File: config.mk
export PLATFORM = sky130hd
export DESIGN_NAME = bounded_fifo_with_keyed_remove_flat
export DESIGN_NICKNAME = d
export VERILOG_FILES = /design/src/hw/rtl/bfkr_pkg.sv /design/src/hw/rtl/bfkr_if.sv /design/src/hw/rtl/bfkr_cell.sv /design/src/hw/rtl/bounded_fifo_with_keyed_remove.sv /design/src/flat_wrapper.sv
export SDC_FILE = /design/constraint.sdc
export NUM_CORES = 2
export LEC_CHECK = 0
export BUFFER_PORTS_ARGS = -buffer_cell sky130_fd_sc_hd__buf_4
export CAP_MARGIN = 0
export CORE_MARGIN = 3
export CORE_UTILIZATION = 55
export DETAILED_ROUTE_END_ITERATION = 8
export PLACE_DENSITY_LB_ADDON = 0.15
export SLEW_MARGIN = 20
export SYNTH_ARGS = -nofsm -noshare
export SYNTH_HDL_FRONTEND = slang
export SYNTH_SLANG_ARGS = --single-unit
File: constraint.sdc
create_clock -name clk -period 11.12 [get_ports clk]
set_input_delay 1.112 -clock clk [delete_from_list [all_inputs] [get_ports clk]]
set_output_delay 1.112 -clock clk [all_outputs]
set_load 0.05 [all_outputs]
File: src/hw/rtl/bfkr_pkg.sv
`timescale 1ns / 1ps

package bfkr_pkg;

    localparam int DEPTH_DEF = 64;
    localparam int TAG_W     = 16;
    localparam int LEN_W     = 7;
    localparam int CFG_W     = 7;
    localparam int APB_AW    = 3;
    localparam int APB_DW    = 32;

    localparam logic [CFG_W-1:0] MAX_ENTRIES_RST = 7'd64;

    typedef enum logic [1:0] {
        FUNC_ENQ   = 2'd0,
        FUNC_DEQ   = 2'd1,
        FUNC_REM   = 2'd2,
        FUNC_QUERY = 2'd3
    } bfkr_func_t;

    // register index on the configuration port (paddr[2])
    typedef enum logic {
        REG_MAX_ENTRIES = 1'b0,
        REG_NONE        = 1'b1
    } bfkr_reg_t;

    // command broadcast to every cell
    typedef struct packed {
        logic enq;
        logic deq;
        logic rem;
    } bfkr_cmd_t;

endpackage

File: src/hw/rtl/bfkr_if.sv
`timescale 1ns / 1ps

interface bfkr_req_if;
    logic        valid;
    logic        ready;
    logic [1:0]  func;
    logic [15:0] item_tag;

    modport source (output valid, output func, output item_tag, input ready);
    modport sink   (input valid, input func, input item_tag, output ready);
endinterface

interface bfkr_rsp_if;
    logic        valid;
    logic        ready;
    logic        status;
    logic [15:0] head_tag;
    logic        head_valid;
    logic [6:0]  length;
    logic        full_res;
    logic        empty_res;

    modport source (output valid, output status, output head_tag, output head_valid,
                    output length, output full_res, output empty_res, input ready);
    modport sink   (input valid, input status, input head_tag, input head_valid,
                    input length, input full_res, input empty_res, output ready);
endinterface

File: src/hw/rtl/bfkr_cell.sv
`timescale 1ns / 1ps

module bfkr_cell
    import bfkr_pkg::*;
(
    input  logic             clk,
    input  logic             rst_n,
    input  bfkr_cmd_t        cmd,
    input  logic [TAG_W-1:0] key,
    input  logic             prev_valid,
    input  logic [TAG_W-1:0] next_tag,
    input  logic             next_valid,
    input  logic             seen_in,
    output logic             seen_out,
    output logic [TAG_W-1:0] tag,
    output logic             valid
);

    logic [TAG_W-1:0] tag_reg;
    logic             valid_reg;
    logic             match;
    logic             shift;
    logic             load;

    assign match    = valid_reg && (tag_reg == key);
    assign seen_out = seen_in | match;
    // move up from the neighbor behind: whole queue on dequeue, from first match on remove
    assign shift    = cmd.deq | (cmd.rem & seen_out);
    // first free place takes the new tag
    assign load     = cmd.enq & ~valid_reg & prev_valid;

    always_ff @(posedge clk or negedge rst_n)
    begin
        if (!rst_n)
        begin
            valid_reg <= 1'b0;
        end
        else if (shift)
        begin
            valid_reg <= next_valid;
        end
        else if (load)
        begin
            valid_reg <= 1'b1;
        end
    end

    always_ff @(posedge clk)
    begin
        if (shift)
        begin
            tag_reg <= next_tag;
        end
        else if (load)
        begin
            tag_reg <= key;
        end
    end

    assign tag   = tag_reg;
    assign valid = valid_reg;

endmodule

File: src/hw/rtl/bounded_fifo_with_keyed_remove.sv
`timescale 1ns / 1ps
// Channel | Dir | Payload                                                  | Item
// req     | in  | func, item_tag                                           | one request
// rsp     | out | status, head_tag, head_valid, length, full_res, empty_res | one result
// apb     | in  | max_entries at byte address 0                            | register write
//
// Every request, remove included, is taken at one item per cycle while rsp is not held back.
// The first-match search ripples through the row of cells in the cycle the remove is taken.
// Reset clears all cell valid bits, the length and the result valid bit.
// req is taken whenever the result register is empty or being drained.

module bounded_fifo_with_keyed_remove
    import bfkr_pkg::*;
#(
    parameter int DEPTH = DEPTH_DEF
)
(
    input  logic              clk,
    input  logic              rst_n,
    bfkr_req_if.sink          req,
    bfkr_rsp_if.source        rsp,
    input  logic              psel,
    input  logic              penable,
    input  logic              pwrite,
    input  logic [APB_AW-1:0] paddr,
    input  logic [APB_DW-1:0] pwdata,
    output logic [APB_DW-1:0] prdata,
    output logic              pready
);

    localparam int CW = $clog2(DEPTH + 1);
    localparam int LW = (CW > CFG_W) ? CW : CFG_W;

    logic [CFG_W-1:0] max_entries_reg;
    logic [CW-1:0]    count_reg;
    logic [CW-1:0]    count_next;
    logic             rsp_valid_reg;
    logic             status_reg;
    logic             status_next;

    logic             accept;
    bfkr_func_t       func;
    bfkr_cmd_t        cmd;
    logic             full;
    logic             found;
    logic [LW-1:0]    limit;

    logic [TAG_W-1:0] tag_w   [DEPTH];
    logic             valid_w [DEPTH];
    logic             seen_w  [DEPTH+1];

    // configuration port
    assign pready = 1'b1;

    always_ff @(posedge clk or negedge rst_n)
    begin
        if (!rst_n)
        begin
            max_entries_reg <= MAX_ENTRIES_RST;
        end
        else if (psel && penable && pwrite && (bfkr_reg_t'(paddr[2]) == REG_MAX_ENTRIES))
        begin
            max_entries_reg <= pwdata[CFG_W-1:0];
        end
    end

    always_comb
    begin
        prdata = '0;
        if (bfkr_reg_t'(paddr[2]) == REG_MAX_ENTRIES)
        begin
            prdata = APB_DW'(max_entries_reg);
        end
    end

    // limit is the smaller of max_entries and DEPTH
    assign limit = (LW'(max_entries_reg) < LW'(DEPTH)) ? LW'(max_entries_reg) : LW'(DEPTH);
    assign full  = LW'(count_reg) >= limit;

    assign req.ready = ~rsp_valid_reg | rsp.ready;
    assign accept    = req.valid & req.ready;
    assign func      = bfkr_func_t'(req.func);

    always_comb
    begin
        cmd = '0;
        if (accept)
        begin
            unique case (func)
                FUNC_ENQ:   cmd.enq = ~full;
                FUNC_DEQ:   cmd.deq = (count_reg != '0);
                FUNC_REM:   cmd.rem = 1'b1;
                FUNC_QUERY: cmd = '0;
                default:    cmd = '0;
            endcase
        end
    end

    // row of cells, head at index 0
    assign seen_w[0] = 1'b0;

    for (genvar i = 0; i < DEPTH; i++)
    begin : g_cell
        logic             prev_valid;
        logic [TAG_W-1:0] next_tag;
        logic             next_valid;

        if (i == 0)
        begin : g_head
            assign prev_valid = 1'b1;
        end
        else
        begin : g_body
            assign prev_valid = valid_w[i-1];
        end

        if (i == DEPTH - 1)
        begin : g_tail
            assign next_tag   = '0;
            assign next_valid = 1'b0;
        end
        else
        begin : g_link
            assign next_tag   = tag_w[i+1];
            assign next_valid = valid_w[i+1];
        end

        bfkr_cell u_cell (
            .clk        (clk),
            .rst_n      (rst_n),
            .cmd        (cmd),
            .key        (req.item_tag),
            .prev_valid (prev_valid),
            .next_tag   (next_tag),
            .next_valid (next_valid),
            .seen_in    (seen_w[i]),
            .seen_out   (seen_w[i+1]),
            .tag        (tag_w[i]),
            .valid      (valid_w[i])
        );
    end

    assign found = seen_w[DEPTH];

    always_comb
    begin
        count_next  = count_reg;
        status_next = 1'b0;
        unique case (func)
            FUNC_ENQ:
            begin
                status_next = full;
                if (!full)
                begin
                    count_next = count_reg + 1'b1;
                end
            end
            FUNC_DEQ:
            begin
                status_next = (count_reg == '0);
                if (count_reg != '0)
                begin
                    count_next = count_reg - 1'b1;
                end
            end
            FUNC_REM:
            begin
                status_next = ~found;
                if (found)
                begin
                    count_next = count_reg - 1'b1;
                end
            end
            FUNC_QUERY:
            begin
                status_next = 1'b0;
            end
            default:
            begin
                status_next = 1'b0;
            end
        endcase
    end

    always_ff @(posedge clk or negedge rst_n)
    begin
        if (!rst_n)
        begin
            count_reg     <= '0;
            rsp_valid_reg <= 1'b0;
        end
        else
        begin
            if (accept)
            begin
                count_reg     <= count_next;
                rsp_valid_reg <= 1'b1;
            end
            else if (rsp.ready)
            begin
                rsp_valid_reg <= 1'b0;
            end
        end
    end

    always_ff @(posedge clk)
    begin
        if (accept)
        begin
            status_reg <= status_next;
        end
    end

    // queue state only moves on an accept, which also drains the pending result
    assign rsp.valid      = rsp_valid_reg;
    assign rsp.status     = status_reg;
    assign rsp.head_valid = valid_w[0];
    assign rsp.head_tag   = valid_w[0] ? tag_w[0] : '0;
    assign rsp.length     = LEN_W'(count_reg);
    assign rsp.full_res   = full;
    assign rsp.empty_res  = (count_reg == '0);

endmodule

File: src/flat_wrapper.sv
// flat-port wrapper written by rule: the top's interface ports become plain ports
module bounded_fifo_with_keyed_remove_flat import bfkr_pkg::*;
#(
    parameter int DEPTH = DEPTH_DEF
)
  (clk, rst_n, psel, penable, pwrite, paddr, pwdata, prdata, pready, req_valid, req_func, req_item_tag, req_ready, rsp_valid, rsp_status, rsp_head_tag, rsp_head_valid, rsp_length, rsp_full_res, rsp_empty_res, rsp_ready);
  bfkr_req_if req_i ();
  bfkr_rsp_if rsp_i ();
  input  logic clk;
  input  logic rst_n;
  input  logic psel;
  input  logic penable;
  input  logic pwrite;
  input  logic [APB_AW-1:0] paddr;
  input  logic [APB_DW-1:0] pwdata;
  output logic [APB_DW-1:0] prdata;
  output logic pready;
  input wire logic [$bits(req_i.valid)-1:0] req_valid;
  input wire logic [$bits(req_i.func)-1:0] req_func;
  input wire logic [$bits(req_i.item_tag)-1:0] req_item_tag;
  output wire logic [$bits(req_i.ready)-1:0] req_ready;
  output wire logic [$bits(rsp_i.valid)-1:0] rsp_valid;
  output wire logic [$bits(rsp_i.status)-1:0] rsp_status;
  output wire logic [$bits(rsp_i.head_tag)-1:0] rsp_head_tag;
  output wire logic [$bits(rsp_i.head_valid)-1:0] rsp_head_valid;
  output wire logic [$bits(rsp_i.length)-1:0] rsp_length;
  output wire logic [$bits(rsp_i.full_res)-1:0] rsp_full_res;
  output wire logic [$bits(rsp_i.empty_res)-1:0] rsp_empty_res;
  input wire logic [$bits(rsp_i.ready)-1:0] rsp_ready;
  assign req_i.valid = req_valid;
  assign req_i.func = req_func;
  assign req_i.item_tag = req_item_tag;
  assign req_ready = req_i.ready;
  assign rsp_valid = rsp_i.valid;
  assign rsp_status = rsp_i.status;
  assign rsp_head_tag = rsp_i.head_tag;
  assign rsp_head_valid = rsp_i.head_valid;
  assign rsp_length = rsp_i.length;
  assign rsp_full_res = rsp_i.full_res;
  assign rsp_empty_res = rsp_i.empty_res;
  assign rsp_i.ready = rsp_ready;
  bounded_fifo_with_keyed_remove #(.DEPTH(DEPTH)) u_core (.clk(clk), .rst_n(rst_n), .req(req_i), .rsp(rsp_i), .psel(psel), .penable(penable), .pwrite(pwrite), .paddr(paddr), .pwdata(pwdata), .prdata(prdata), .pready(pready));
endmodule
==> summary.md <==
| Metric | Value |
|---|---|
| Critical path required time | `11.57 ns` |
| Total CTS buffers | `120` |
| Post-CTS Resized | `0` |
| RSZ-0062 raised after global routing | `false` |
| Ant. Diodes | `0` |
| Global route overflow | `0` |
| DRC | `0` |
| Final min period | `6.325 ns` |
| EDFF count, synth | `1009` |
| Final TNS setup | `0 ns` |
| Die X-Extent | `347.7 um` |
| Critical-path top delay cell | `a21oi_2` |
| Comb pwr share | `14.9%` |
| Cells after Synth | `4871` |
| CP startpoint kind | `input port` |
| Number of global-route vias before repair | `40002` |
| Critical path class | `in -> reg` |
| Number of synthesis warnings | `0` |
| Hold-fix buffers at CTS | `0` |
| Placed Instance Area | `0.06553 mm^2` |
| Post-synthesis cell type count | `81` |
| Drt wl/cell | `24.13 um` |
| Highest clock rate | `158.1 MHz` |
| Critical path endpoint category | `flop` |
| Post-synthesis instance area | `0.06421 mm^2` |
| Setup WS pre-CTS | `4.128 ns` |
| First-pass GRT wire length | `240.8 mm` |
| TritonCTS clock tree | `yes` |
| Worst-Skew Late Latency | `0.71 ns` |
| PD cells | `157.6 mW/mm^2` |
| Slowest stage delay, CP | `0.92 ns` |
| Post-detail-place hpwl | `105.1 mm` |
| Routed Antenna Nets | `0` |
| Register area | `0.03260 mm^2` |
| #FFs+latches synth | `1104` |
| FILL cells | `8909` |
| Core area | `0.1151 mm^2` |
| Synth-to-layout area growth | `8.610%` |
| Pint | `0.008062 W` |
| WL final | `156.1 mm` |
| Layout cell share with drive strength beyond 1 | `29.69%` |
| Multi-input logic area | `0.02957 mm^2` |
| Final WS setup | `4.795 ns` |
| Ports | `122` |
| Htree depth | `3` |
| Min-Delay Path Class | `in -> async` |
| Largest net degree at the start of global routing | `80` |
| Placed Cells | `6245` |
| Worst-path cell chain | `buf_6 -> buf_4 -> xor2_1 -> or4_1 -> nor3b_1 -> a22oi_1 -> or4bb_1 -> nor4_4 -> nand2_1 -> a21oi_2 -> o21ai_1 -> buf_4` |
| Power consumption | `0.01099 W` |
| Initial core utilization | `55.78%` |
| Period utilization | `56.88%` |
| Final GP Congestion | `0.8827` |
| Postcts setup bufs | `0` |
| CP most frequent cell | `buf_4` |
| Finished Layout Cells | `6470` |
| Status | `finished, final reports clean` |
| Clock Path Buffers | `3` |
| Routed via count | `39436` |
| Final #Nets | `4933` |
| Reg power frac | `46.7%` |
| Rows | `124` |
| Die Ht | `347.7 um` |
| Crit path max-delay family | `simple AND/OR/NAND/NOR gates` |
| Leakage | `23.27 nW` |
| Die area | `0.1209 mm^2` |
| Final setup fails | `0` |
| Total GRT Usage | `25.43%` |
| Clk pwr share | `38.4%` |
| Max-cap viol count | `0` |
| Seq/Total Area, Yosys | `50.76%` |
| Reg clk slew, reported paths | `0.06 ns` |
| Syn_area_per_cell | `13.18 um^2` |
| Clock root cell | `clkbuf_16` |
| Antenna violations before repair | `0` |
| Initial drt markers | `3310` |
| Async SR Flop Fraction | `7.156%` |
| Worst rel slew slack | `29.86%` |
| Endpoints failing hold | `0` |
| P_sw | `0.002926 W` |
| Final Max Slew Viols | `0` |
| CP Max Fanout | `79` |
| Buf/Inv on CP | `3` |
| Sw frac | `26.63%` |
| Peak supply drop | `0.1268 mV` |
| Worst EP arrival | `6.77 ns` |
| Max FFs per register | `1024` |
| Clock sinks | `1104` |
| Ys flop type | `edfxtp_1` |
| Finished layout cell area | `0.06974 mm^2` |
| Pre-antenna DRT Iters | `5` |
| Layout Skew | `0.03684 ns` |
| Post-DR vias/cell | `6.095` |
| Worst-Margin Slew | `1.052 ns` |
| IO buf count | `68` |
## layout make-up
cell class,count,share of cell area [%]
tap,1512,2.713
multi-input combinational,3434,42.40
inverter,12,0.06458
clock buffer,162,4.934
sequential,1104,46.74
clock inverter,63,1.094
timing repair buffer,183,2.056
## cells in the mapped netlist, types with 52 or more instances
cell type | n | area (um^2)
nand2_1 | 204 | 765.7
edfxtp_1 | 1009 | 30300
xor2_1 | 569 | 4984
buf_6 | 52 | 585.6
nor4_1 | 207 | 1295
dfrtp_1 | 78 | 1952
xnor2_1 | 461 | 4038
nor4b_1 | 63 | 551.8
nand4_1 | 112 | 700.7
nor2_1 | 81 | 304.0
nand3_1 | 69 | 345.3
clkbuf_1 | 144 | 540.5
buf_2 | 56 | 280.3
nand2b_1 | 58 | 362.9
mux2_2 | 1019 | 11470
buf_4 | 85 | 638.1
## cells in the final DEF (no fill, tap or decap), types with 23 or more instances in the layout
| master | Yosys | layout |
|---|---|---|
| buf_4 | 85 | 167 |
| edfxtp_1 | 1009 | 1009 |
| and3_1 | 27 | 26 |
| xnor2_1 | 461 | 461 |
| o22ai_1 | 25 | 25 |
| nand4_1 | 112 | 112 |
| nor4b_1 | 63 | 63 |
| clkbuf_1 | 144 | 23 |
| nand2b_1 | 58 | 58 |
| o21ai_1 | 2 | 30 |
| nor3_1 | 47 | 47 |
| nor2_1 | 81 | 79 |
| nand3_1 | 69 | 69 |
| or4_1 | 41 | 41 |
| clkbuf_16 | 0 | 128 |
| a21oi_1 | 29 | 26 |
| xor2_1 | 569 | 569 |
| mux2_1 | 51 | 51 |
| o21ai_2 | 22 | 23 |
| nand2_1 | 204 | 203 |
| nor4_1 | 207 | 207 |
| mux2_2 | 1019 | 1019 |
| conb_1 | 2 | 26 |
| o21bai_1 | 34 | 31 |
| dfrtp_1 | 78 | 78 |
## worst register-to-register path, stage by stage (launching register included)
cell	delay, ns
edfxtp_1	0.43
xnor2_1	0.19
or4bb_1	0.22
nor4_1	0.06
a22oi_1	0.45
or4bb_1	0.65
nor4_4	0.83
nand2_1	0.63
a21oi_2	0.92
o21ai_1	0.21
buf_4	0.27
## cell families after synthesis
| family | synth area share [%] |
|---|---|
| flops | 50.76 |
| other cells | 0.01170 |
| fa+ha+maj | 0.3624 |
| xor+xnor | 14.07 |
| simple gates | 9.871 |
| mux | 19.04 |
| compound gates | 2.451 |
| buf+inv | 3.422 |
## power groups by stage
stage	Clock, W	Combinational [W]	Sequential (W)
finish	0.00422	0.00164	0.00513
global route	0.00445	0.00178	0.00516
CTS	0.00428	0.00164	0.00512
detailed placement	0	0.00162	0.00520
global placement	0	0.00160	0.00520
floorplan	0	0.00123	0.00514
## path summary, 6_finish.rpt
| kind | startpoint | endpoint | slack (ns) | cells after the start |
|---|---|---|---|---|
| hold / removal | rst_n | u_core.max_entries_reg[2] | 0.47 | 1 |
| max in group asynchronous | rst_n | u_core.g_cell[29].u_cell.valid | 9.45 | 2 |
| setup / recovery | req_item_tag[7] | u_core.g_cell[48].u_cell.tag[14] | 4.79 | 12 |
| hold reg to reg | u_core.max_entries_reg[0] | u_core.max_entries_reg[0] | 0.53 | 1 |
| setup reg to reg | u_core.g_cell[0].u_cell.tag[3] | u_core.g_cell[48].u_cell.tag[14] | 6.00 | 10 |
| min in group clk | u_core.max_entries_reg[0] | u_core.max_entries_reg[0] | 0.53 | 1 |
## routing by layer
metal	global-route usage [%]	routed length [um]
met5	0	0
met4	7.152	4305
met3	3.610	9380
met2	40.72	71660
met1	36.35	70750
## per-stage QoR
stage | util, % | hold WS, ns
floorplan | - | 0.4861
global placement | 56.92 | 0.5117
detailed placement | 56.92 | 0.5190
CTS | 60.58 | 0.4468
global route | 60.58 | 0.4719
finish | 60.58 | 0.4682
(Power assumes the default switching activity.)
